===== config.mk =====
export PLATFORM = sky130hd
export DESIGN_NAME = six_channel_half_step_sequencer
export DESIGN_NICKNAME = d
export VERILOG_FILES = /design/src/rtl/hss_pkg.sv /design/src/rtl/six_channel_half_step_sequencer.sv /design/src/rtl/hss_chan.sv
export SDC_FILE = /design/constraint.sdc
export NUM_CORES = 1
export LEC_CHECK = 0
export ABC_CLOCK_PERIOD_IN_PS = 6300
export BUFFER_PORTS_ARGS = -buffer_cell sky130_fd_sc_hd__buf_2
export CAP_MARGIN = 25
export CORE_MARGIN = 2
export CORE_UTILIZATION = 55
export CTS_BUF_LIST = sky130_fd_sc_hd__clkbuf_8
export DETAILED_ROUTE_END_ITERATION = 6
export PLACE_DENSITY = 0.79
export REMOVE_ABC_BUFFERS = 1
export SLEW_MARGIN = 25
export SYNTH_ARGS = -nofsm -noshare
export SYNTH_HDL_FRONTEND = slang
export SYNTH_SLANG_ARGS = --single-unit

===== constraint.sdc =====
create_clock -name i_clk -period 6.3 [get_ports i_clk]
set_input_delay 1.26 -clock i_clk [delete_from_list [all_inputs] [get_ports i_clk]]
set_output_delay 1.26 -clock i_clk [all_outputs]
set_load 0.05 [all_outputs]

===== src/rtl/hss_pkg.sv =====
// ----------------------------------------------------------------------------
// hss_pkg
// shared constants, types and the half-step coil table
// ----------------------------------------------------------------------------
package hss_pkg;

    localparam int NUM_MOTORS  = 6;
    localparam int COUNT_WIDTH = 16;

    localparam int MOTOR_SLOTS = 6;
    localparam int SEL_W       = 3;
    localparam int CYCLE_W     = 16;
    localparam int PHASE_W     = 3;
    localparam int COIL_W      = 4;
    localparam int BANK_W      = 8;

    localparam logic REQ_TICK = 1'b0;
    localparam logic REQ_LOAD = 1'b1;

    localparam logic [PHASE_W-1:0] PHASE_FIRST = '0;
    localparam logic [PHASE_W-1:0] PHASE_LAST  = '1;

    typedef struct packed {
        logic load;
        logic tick;
    } t_chan_ctl;

    function automatic logic [COIL_W-1:0] coil_pattern(input logic [PHASE_W-1:0] phase);
        logic [COIL_W-1:0] pat;
        case (phase)
            3'd0:    pat = 4'b1000;
            3'd1:    pat = 4'b1010;
            3'd2:    pat = 4'b0010;
            3'd3:    pat = 4'b0110;
            3'd4:    pat = 4'b0100;
            3'd5:    pat = 4'b0101;
            3'd6:    pat = 4'b0001;
            3'd7:    pat = 4'b1001;
            default: pat = 4'b0000;
        endcase
        return pat;
    endfunction

    function automatic logic [COUNT_WIDTH-1:0] fit_count(input logic [CYCLE_W-1:0] value);
        logic [COUNT_WIDTH+CYCLE_W-1:0] wide;
        wide = {{COUNT_WIDTH{1'b0}}, value};
        return wide[COUNT_WIDTH-1:0];
    endfunction

endpackage


===== src/rtl/six_channel_half_step_sequencer.sv =====
// ----------------------------------------------------------------------------
// six_channel_half_step_sequencer
// half-step coil sequencer for six bipolar stepper motors
//
//   channel   valid     ready     payload
//   request   i_valid   o_ready   i_req_type i_motor_sel i_dir_cmd i_cycle_count
//   coils     o_valid   i_ready   o_coil_bank_a/b/c o_motors_active
//
// one word per cycle: input register, per-motor update logic, result register
// a tick word yields one coil word, through the input and result registers; a load yields none
// synchronous active-low reset clears all motor state and both stages
// a stalled result blocks ticks behind it; loads still pass through
// ----------------------------------------------------------------------------
module six_channel_half_step_sequencer (
    input  logic                             i_clk,
    input  logic                             i_rst_n,
    input  logic                             i_valid,
    output logic                             o_ready,
    input  logic                             i_req_type,
    input  logic [hss_pkg::SEL_W-1:0]        i_motor_sel,
    input  logic                             i_dir_cmd,
    input  logic [hss_pkg::CYCLE_W-1:0]      i_cycle_count,
    output logic                             o_valid,
    input  logic                             i_ready,
    output logic [hss_pkg::BANK_W-1:0]       o_coil_bank_a,
    output logic [hss_pkg::BANK_W-1:0]       o_coil_bank_b,
    output logic [hss_pkg::BANK_W-1:0]       o_coil_bank_c,
    output logic [hss_pkg::MOTOR_SLOTS-1:0]  o_motors_active
);

    logic                                     r_in_valid;
    logic                                     r_in_req;
    logic [hss_pkg::SEL_W-1:0]                r_in_sel;
    logic                                     r_in_dir;
    logic [hss_pkg::COUNT_WIDTH-1:0]          r_in_count;

    logic                                     r_out_valid;
    logic [hss_pkg::BANK_W-1:0]               r_bank_a, r_bank_b, r_bank_c;
    logic [hss_pkg::MOTOR_SLOTS-1:0]          r_active;

    logic                                     w_out_free;
    logic                                     w_adv;
    logic                                     w_tick;
    logic [hss_pkg::COIL_W-1:0]               w_coil [hss_pkg::MOTOR_SLOTS];
    logic [hss_pkg::MOTOR_SLOTS-1:0]          w_active;
    logic [hss_pkg::MOTOR_SLOTS-1:0]          w_out_nz;

    assign w_out_free = !r_out_valid || i_ready;
    assign w_adv      = r_in_valid && ((r_in_req == hss_pkg::REQ_LOAD) || w_out_free);
    assign w_tick     = w_adv && (r_in_req == hss_pkg::REQ_TICK);
    assign o_ready    = !r_in_valid || w_adv;

    // input register
    always_ff @(posedge i_clk) begin
        if (!i_rst_n) begin
            r_in_valid <= 1'b0;
        end else if (o_ready) begin
            r_in_valid <= i_valid;
        end
    end

    always_ff @(posedge i_clk) begin
        if (o_ready && i_valid) begin
            r_in_req   <= i_req_type;
            r_in_sel   <= i_motor_sel;
            r_in_dir   <= i_dir_cmd;
            r_in_count <= hss_pkg::fit_count(i_cycle_count);
        end
    end

    // motor channels
    for (genvar m = 0; m < hss_pkg::MOTOR_SLOTS; m++) begin : g_motor
        if (m < hss_pkg::NUM_MOTORS) begin : g_used
            hss_pkg::t_chan_ctl w_ctl;

            assign w_ctl.load = w_adv && (r_in_req == hss_pkg::REQ_LOAD)
                                && (r_in_sel == hss_pkg::SEL_W'(m));
            assign w_ctl.tick = w_tick;

            hss_chan u_chan (
                .i_clk    (i_clk),
                .i_rst_n  (i_rst_n),
                .i_ctl    (w_ctl),
                .i_dir    (r_in_dir),
                .i_count  (r_in_count),
                .o_coil   (w_coil[m]),
                .o_active (w_active[m])
            );
        end else begin : g_absent
            assign w_coil[m]   = '0;
            assign w_active[m] = 1'b0;
        end
    end

    // result register
    always_ff @(posedge i_clk) begin
        if (!i_rst_n) begin
            r_out_valid <= 1'b0;
        end else if (w_out_free) begin
            r_out_valid <= w_tick;
        end
    end

    always_ff @(posedge i_clk) begin
        if (w_tick) begin
            r_bank_a <= {w_coil[1], w_coil[0]};
            r_bank_b <= {w_coil[3], w_coil[2]};
            r_bank_c <= {w_coil[5], w_coil[4]};
            r_active <= w_active;
        end
    end

    assign o_valid         = r_out_valid;
    assign o_coil_bank_a   = r_bank_a;
    assign o_coil_bank_b   = r_bank_b;
    assign o_coil_bank_c   = r_bank_c;
    assign o_motors_active = r_active;

    assign w_out_nz = {r_bank_c[7:4] != '0, r_bank_c[3:0] != '0,
                       r_bank_b[7:4] != '0, r_bank_b[3:0] != '0,
                       r_bank_a[7:4] != '0, r_bank_a[3:0] != '0};

    a_active_matches_coils: assert property (@(posedge i_clk) disable iff (!i_rst_n)
        r_out_valid |-> (r_active == w_out_nz))
        else $error("active bits disagree with coil nibbles");

    a_load_no_result: assert property (@(posedge i_clk) disable iff (!i_rst_n)
        (r_in_valid && (r_in_req == hss_pkg::REQ_LOAD) && !r_out_valid) |=> !r_out_valid)
        else $error("load produced a result word");

    a_tick_gives_result: assert property (@(posedge i_clk) disable iff (!i_rst_n)
        w_tick |=> r_out_valid)
        else $error("tick did not produce a result word");

    a_stall_blocks_tick: assert property (@(posedge i_clk) disable iff (!i_rst_n)
        (r_out_valid && !i_ready) |-> !w_tick)
        else $error("tick processed while result stalled");

endmodule


===== src/rtl/hss_chan.sv =====
// ----------------------------------------------------------------------------
// hss_chan
// one motor channel: count, direction and phase, with coil pattern decode
// ----------------------------------------------------------------------------
module hss_chan (
    input  logic                                i_clk,
    input  logic                                i_rst_n,
    input  hss_pkg::t_chan_ctl                  i_ctl,
    input  logic                                i_dir,
    input  logic [hss_pkg::COUNT_WIDTH-1:0]     i_count,
    output logic [hss_pkg::COIL_W-1:0]          o_coil,
    output logic                                o_active
);

    logic [hss_pkg::COUNT_WIDTH-1:0] r_count, n_count;
    logic                            r_dir, n_dir;
    logic [hss_pkg::PHASE_W-1:0]     r_phase, n_phase;
    logic                            w_wrap;

    assign o_active = (r_count != '0);
    assign o_coil   = o_active ? hss_pkg::coil_pattern(r_phase) : '0;
    assign w_wrap   = r_dir ? (r_phase == hss_pkg::PHASE_LAST)
                            : (r_phase == hss_pkg::PHASE_FIRST);

    always_comb begin
        n_count = r_count;
        n_dir   = r_dir;
        n_phase = r_phase;
        if (i_ctl.load) begin
            n_count = i_count;
            n_dir   = i_dir;
        end else if (i_ctl.tick && o_active) begin
            n_phase = r_dir ? r_phase + 1'b1 : r_phase - 1'b1;
            if (w_wrap) begin
                n_count = r_count - 1'b1;
            end
        end
    end

    always_ff @(posedge i_clk) begin
        if (!i_rst_n) begin
            r_count <= '0;
            r_dir   <= 1'b0;
            r_phase <= '0;
        end else begin
            r_count <= n_count;
            r_dir   <= n_dir;
            r_phase <= n_phase;
        end
    end

endmodule

; ---- Word level (Yosys, flattened, before mapping)
; Memory sizes are Yosys's and may differ from the RTL's. A register that Yosys moved wholly into a read port is not among the register bits.
; Cells that the tools add are included.
; Widths: inputs -> output; s select.
[word_totals]
register_bits = 149
mem_count = 6
wordCells = 161
rom_bits = 192
input_bits = 25
[mem_list]
columns = name, depth, width, rd, rd_clocked_by_memory_dff, wr, line
row1 = (no name shown), 8, 4, 1, 1, 0, hss_pkg.sv:30  ; case (phase)
row2 = (no name shown), 8, 4, 1, 1, 0, hss_pkg.sv:30
row3 = (no name shown), 8, 4, 1, 1, 0, hss_pkg.sv:30
row4 = (no name shown), 8, 4, 1, 1, 0, hss_pkg.sv:30
row5 = (no name shown), 8, 4, 1, 1, 0, hss_pkg.sv:30
row6 = (no name shown), 8, 4, 1, 1, 0, hss_pkg.sv:30
[op_classes]
n_addsub = 18
muxes = 30
eq_ne = 11
reduce_logical = 64
bitwise = 7
[ops]
columns = op, count
row1 = $mux 16, 18
row2 = $reduce_bool 16->1, 6
row3 = $sub 16x1->16 const B, 6
row4 = $eq 3x3->1 const B, 8
row5 = $reduce_and 2->1, 12
row6 = $reduce_bool 2->1, 12
row7 = $logic_not 3->1, 7
row8 = $add 3x1->3 const B, 6
row9 = $mux 3, 6
row10 = $sub 3x1->3 const B, 6
row11 = $logic_and 1x1->1, 16
row12 = $logic_not 1->1, 8
row13 = $not 1->1, 7
row14 = $eq 3x2->1 const B, 2
row15 = $mux 1, 6
row16 = $eq 3x1->1 const B, 1
row17 = $logic_or 1x1->1, 3

; ---- Depth between registers and ports, before layout
; Gate-level depths: netlist of run 1.
[depth]
ltp_word = 8
ltp_mapped = 9
mapped_depth_nobuf = 7

; ---- By module
; Synthesis of run 1 repeated with hierarchy kept, for this count alone.
[hier_totals]
cells_unflattened = 1066
hier_area_um2 = 10062.2
[modules_own_cells]
columns = module, area_per_inst_um2, cells_each, n_inst
row1 = hss_chan at g_motor[0].g_used.u_chan ..., 1418.9, 173, 2
row2 = six_channel_half_step_sequencer, 1685.4, 72, 1
row3 = hss_chan at g_motor[1].g_used.u_chan, 1387.6, 162, 1
row4 = hss_chan at g_motor[5].g_used.u_chan, 1386.3, 155, 1
row5 = hss_chan at g_motor[3].g_used.u_chan, 1383.8, 163, 1
row6 = hss_chan at g_motor[4].g_used.u_chan, 1381.3, 168, 1

; ---- Least setup slack after synthesis of run 1
; No wires, ideal clock.
[synth_timing]
path_type = input to output
start = input i_ready
end = output o_ready
n_path_buf = 0
t_arrival_ps = 2057
path_stages = 2
slack_ps = 2983
cell_sequence = nor2b_1 -> nand2_1
[synth_via]
elab_chain_len = 4
[synth_lines]
columns = item, line
row1 = "start, declared", six_channel_half_step_sequencer.sv:24  ; input logic i_ready,
row2 = $logic_or 1x1->1, six_channel_half_step_sequencer.sv:48  ; assign w_out_free = !r_out_valid || i_ready;
row3 = $logic_or 1x1->1, six_channel_half_step_sequencer.sv:49  ; assign w_adv = r_in_valid && ((r_in_req == hss_pkg::REQ_LOAD) || w_out_free);
row4 = $logic_and 1x1->1, six_channel_half_step_sequencer.sv:49
row5 = $logic_or 1x1->1, six_channel_half_step_sequencer.sv:51  ; assign o_ready = !r_in_valid || w_adv;
row6 = "end, declared", six_channel_half_step_sequencer.sv:18  ; output logic o_ready,
; No other way between the ends.

; ---- Worst setup path in the final report of run 1
; Same ends and word-level chain as after synthesis.

==> flow_summary.json, run 1 <==
{
  "cts_tree": "yes",
  "antenna_found_initial": 0,
  "status": "finished clean",
  "synthFlopType": "dfxtp_1",
  "diodes": 0,
  "drtPass1Iterations": 5,
  "totalPowerFinal_uw": 4030,
  "whs_ps": 481,
  "ant_nets": 0,
  "ys_ff_latch": 173,
  "core_area_um2": 15300,
  "crit_type": "in -> out",
  "ys_seq_area_share_pct": 45.7,
  "period_minus_slack_ps": 3340,
  "slew_headroom_pct": 33.4,
  "synthTopCellsByArea": "dfxtp_1, edfxtp_1, o21ai_0",
  "period_share_pct": 53.1,
  "grt_first_pass_wirelength_um": 32800,
  "syn_area_um2": 8700,
  "finalSetupViolations": 0,
  "hold_class": "reg -> reg",
  "drv_slew": 0,
  "post-dp-hpwl_um": 13200,
  "pwr-share-seq_pct": 39.0,
  "power_switching_uw": 1690,
  "synth-edff-count": 51,
  "clockRootBuffer": "clkbuf_8",
  "cts_buffers": 17,
  "cap_violations": 0,
  "ir_drop_uv": 363,
  "layout.nets": 1009,
  "grt_pass1_vias": 6509,
  "die_area_um2": 16800,
  "drt-initial-drc-count": 757,
  "portBuffers": 56,
  "clk_pin_slew_worst_paths_ps": 90,
  "drive_above_1_share_pct": 11.3,
  "synth.largest_area_cell": "dfxtp_1",
  "cp_max_fo": 6,
  "io-pin-count": 57,
  "cts_setup_buffers": 0,
  "worst_ep_arrival_time_ps": 2080,
  "routed_wl_um": 20500,
  "yosysMostFrequentCell": "dfxtp_1",
  "r2r_slack_ps": 3450,
  "yosysTopAreaCellShare_pct": 28.1,
  "r2r_start": "g_motor[2].g_used.u_chan.r_count[0]$_SDFFE_PN0P_",
  "worstHoldStart": "g_motor[2].g_used.u_chan.r_count[14]$_SDFFE_PN0P_",
  "required_ps": 5040,
  "finalHoldViolCount": 0,
  "area_growth_pct": 8.64,
  "cts_buffer_depth": 2,
  "fmax_mhz": 299,
  "row_count": 45,
  "grtUsageTotal_pct": 25.0,
  "viasPerCell": 6.13,
  "setup_tns_ps": 0,
  "start_util_pct": 56.8,
  "pwr-share-comb_pct": 41.5,
  "ys.warnings.count": 0,
  "async_flop_share_pct": 0,
  "ctsHoldBuffers": 0,
  "worst_pin_slew_ps": 999,
  "insertion_delay_ps": 470,
  "clkPwrFrac_pct": 19.5,
  "crit_start": "i_ready",
  "synth.distinct_cells": 71,
  "die_width_um": 130,
  "synth_commonest_cells": "dfxtp_1, o21ai_0, a21oi_1, nor2_1, clkbuf_1",
  "p_leak_uw": 0.00334,
  "htreeDepth": 4,
  "post_drt_wl_per_cell_um": 17.2,
  "syn_inst": 950,
  "drc": 0,
  "start_kind": "input pin",
  "num_vias": 7328,
  "gp_congestion": 0.889,
  "die_h_um": 130,
  "p_int_uw": 2340,
  "swShare_pct": 41.9,
  "finClkSkew_ps": 9.58,
  "endpoint_kind": "output port",
  "powerDensity_nw_per_um2": 427,
  "grt_max_degree": 81,
  "cts_resized": 0,
  "rsz0062_at_grt": "no",
  "syn_avg_cell_area_um2": 9.16,
  "clock-sinks": 173,
  "gr-total-overflow": 0
}
## power by group through the flow
stage	registers, uW	logic, uW	clock network, uW
5_1_grt	1600	1880	832
3_3_place_gp	1590	1620	0
3_5_place_dp	1590	1650	0
2_1_floorplan	1620	1250	0
6_report	1570	1680	785
4_1_cts	1570	1660	790
## final timing paths
kind	to	depth (start not counted)
max reg2reg	g_motor[2].g_used.u_chan.r_count[1]$_SDFFE_PN0P_	7
min	g_motor[2].g_used.u_chan.r_count[14]$_SDFFE_PN0P_	2
min reg2reg	g_motor[2].g_used.u_chan.r_count[14]$_SDFFE_PN0P_	2
max	o_ready	5
## kinds of logic after synthesis
group / after synthesis / share of synthesized area [%]
xor+xnor: 78 / 7.85
flops: 173 / 45.7
buf+inv: 91 / 4.17
fa+ha+maj: 12 / 2.24
compound gates: 262 / 18.4
simple gates: 320 / 20.0
mux: 14 / 1.68
## area by class of cell
type / count / area [um^2]
fill: 1315 / 5860
timing repair buffer: 62 / 325
inverter: 32 / 120
clock inverter: 15 / 160
multi-input combinational: 686 / 4370
tap: 211 / 264
sequential: 173 / 3970
clock buffer: 17 / 234
## sequential cells by signal, indices dropped and copies added (netlist names)
register / flops
g_motor.g_used.u_chan.r_phase: 18
r_in_valid: 1
o_motors_active: 6
r_in_count: 16
o_valid: 1
o_coil_bank_b: 8
g_motor.g_used.u_chan.r_dir: 6
r_in_sel: 3
r_in_req: 1
r_in_dir: 1
o_coil_bank_a: 8
o_coil_bank_c: 8
g_motor.g_used.u_chan.r_count: 96
## metal layers
layer / track usage (%) / vias to the layer above / routed length (um)
met1: 35.3 / 3477 / 9070
met4: 8.03 / 0 / 344
met5: 0 / - / 0
met3: 5.08 / 30 / 1590
met2: 39.0 / 256 / 9520
li1: - / 3565 / -
## worst max-delay path, cell delays in order
cell and delay [ps]:
buf_2 110, nor2b_1 110, buf_4 220, nand2_1 120
buf_2 260
## cell usage in the layout (no fill, tap or decap), types with 7 or more instances in the layout
cell type	count
nand2_1	40
nor2_1	63
xnor2_1	30
dfxtp_1	122
and2_1	12
o211ai_1	14
inv_1	31
nor3_1	21
o21ai_0	95
or4_1	19
nor3b_1	9
edfxtp_1	51
or3_1	25
nor2b_1	7
nand4_1	29
nor4_1	26
nand3_1	42
clkbuf_8	17
a21oi_1	69
o2111ai_1	7
buf_2	56
mux2i_1	9
a211oi_1	14
nand2b_1	8
xor2_1	48
a31oi_1	22
## metrics by stage
step / worst slack, ps / cell area (um^2) / utilization (%) / cells
5_1_grt: 2920 / 9450 / 61.7 / 1196
2_1_floorplan: 2980 / 8460 / - / 891
6_report: 2960 / 9450 / 61.7 / 1196
3_5_place_dp: 2900 / 9050 / 59.1 / 1164
4_1_cts: 2980 / 9440 / 61.7 / 1196
3_3_place_gp: 2990 / 9050 / 59.1 / 1164
(Power assumes the default switching activity.)
==> inputs of run 2 (changes only) <==
Settings changed: ABC_CLOCK_PERIOD_IN_PS 6300 to 3100.
Clock period 6.3 ns to 3.1 ns, I/O delays scaled along.
==> flow_summary.json, run 2 (same netlist as run 1, synthesis figures left out) <==
{
  "regMostFlops": "g_motor.g_used.u_chan.r_count",
  "fmax_mhz": 377,
  "num_vias": 7356,
  "start_util_pct": 56.8,
  "antenna_found_initial": 0,
  "ant_nets": 0,
  "clk_pin_slew_worst_paths_ps": 100,
  "cts_buffer_depth": 2,
  "die_width_um": 130,
  "grt_first_pass_wirelength_um": 33600,
  "grt_max_degree": 38,
  "finalSetupViolations": 0,
  "cts_buffers": 17,
  "insertion_delay_ps": 480,
  "utilization_pct": 62.4,
  "slew_headroom_pct": 35.6,
  "cp_max_fo": 11,
  "largest_reg_flops": 96,
  "htreeDepth": 4,
  "grt_pass1_vias": 6760,
  "ctsHoldBuffers": 0,
  "finalHoldViolCount": 0,
  "required_ps": 3450,
  "cts_tree": "yes",
  "drv_slew": 0,
  "final_common_cell": "dfxtp_1",
  "hold_class": "in -> reg",
  "drt-initial-drc-count": 722,
  "viasPerCell": 6.07,
  "io-pin-count": 57,
  "final_cell_mix": "dfxtp_1, o21ai_0, a21oi_1",
  "drc": 0,
  "drtPass1Iterations": 5,
  "die_h_um": 130,
  "grtUsageTotal_pct": 25.5,
  "portBuffers": 56,
  "drive_above_1_share_pct": 12.6,
  "area_growth_pct": 9.92,
  "worst_pin_slew_ps": 966,
  "clockRootBuffer": "clkbuf_8",
  "fillers": 1333,
  "rsz0062_at_grt": "no",
  "layout.nets": 1024,
  "post-dp-hpwl_um": 13500,
  "clock-sinks": 173,
  "row_count": 45,
  "start_kind": "flip-flop",
  "status": "finished clean",
  "reg_top3": "g_motor.g_used.u_chan.r_count x96, g_motor.g_used.u_chan.r_phase x18, r_in_count x16",
  "cts_resized": 0,
  "routed_wl_um": 20500,
  "gr-total-overflow": 0,
  "cts_setup_buffers": 0,
  "crit_type": "reg -> reg",
  "period_share_pct": 85.5,
  "period_minus_slack_ps": 2650,
  "gp_congestion": 0.909,
  "die_area_um2": 16800,
  "powerDensity_nw_per_um2": 871,
  "endpoint_kind": "flip-flop",
  "diodes": 0,
  "post_drt_wl_per_cell_um": 16.9,
  "core_area_um2": 15300,
  "p_leak_uw": 0.00342,
  "setup_tns_ps": 0,
  "worst_ep_arrival_time_ps": 3010,
  "cap_violations": 0,
  "ir_drop_uv": 607,
  "finClkSkew_ps": 12.9
}
run 2: area by class of cell:
cell class / count / area (um^2) / share of cell area [%]
inverters: 32 / 120 / 1.26
flip-flops and latches: 173 / 3970 / 41.6
multi-input cells: 686 / 4370 / 45.7
repair buffers: 77 / 450 / 4.71
clock buffers: 17 / 234 / 2.45
well taps: 211 / 264 / 2.76
clock inverters: 15 / 154 / 1.61
run 2: critical path, cell delays in order, from the launching register on:
cell      delay (ps)
dfxtp_1          350
inv_1             70
ha_1             180
or4b_2           640
or4_1            690
and2_1           280
a211oi_1         240
a311oi_1          70
run 2: worst paths after layout:
check        slack, ps                                              start                                                 to  cells after the start
min                320                                     i_motor_sel[2]                              r_in_sel[2]$_DFFE_PP_                      1
max                450   g_motor[2].g_used.u_chan.r_count[0]$_SDFFE_PN0P_   g_motor[2].g_used.u_chan.r_count[6]$_SDFFE_PN0P_                      7
max reg2reg        450   g_motor[2].g_used.u_chan.r_count[0]$_SDFFE_PN0P_   g_motor[2].g_used.u_chan.r_count[6]$_SDFFE_PN0P_                      7
min reg2reg        490  g_motor[2].g_used.u_chan.r_count[14]$_SDFFE_PN0P_  g_motor[2].g_used.u_chan.r_count[14]$_SDFFE_PN0P_                      2
run 2: stage by stage:
stage          worst slack [ps]  cells  power (uW)  hold WS (ps)  cell area, um^2
6_report                    449   1211        8330           316             9560
5_1_grt                     277   1211        8900           292             9560
4_1_cts                     475   1211        8310           293             9560
3_5_place_dp                478   1179        6740           479             9180
3_3_place_gp                521   1179        6670           466             9180
2_1_floorplan               485    891        5830           452             8460
run 2: where the power goes:
part           total, uW  leakage, uW  switching [uW]  internal (uW)
Clock               1580     0.000199             912            665
Sequential          3190      0.00148             413           2780
Combinational       3560      0.00174            2170           1390
run 2: metal layers:
metal	GRT usage (%)	vias to the layer above	routed length (um)
met1	35.2	3466	9440
met3	5.66	43	1300
met5	0	-	0
met2	39.5	233	9180
li1	-	3614	-
met4	10.2	0	612
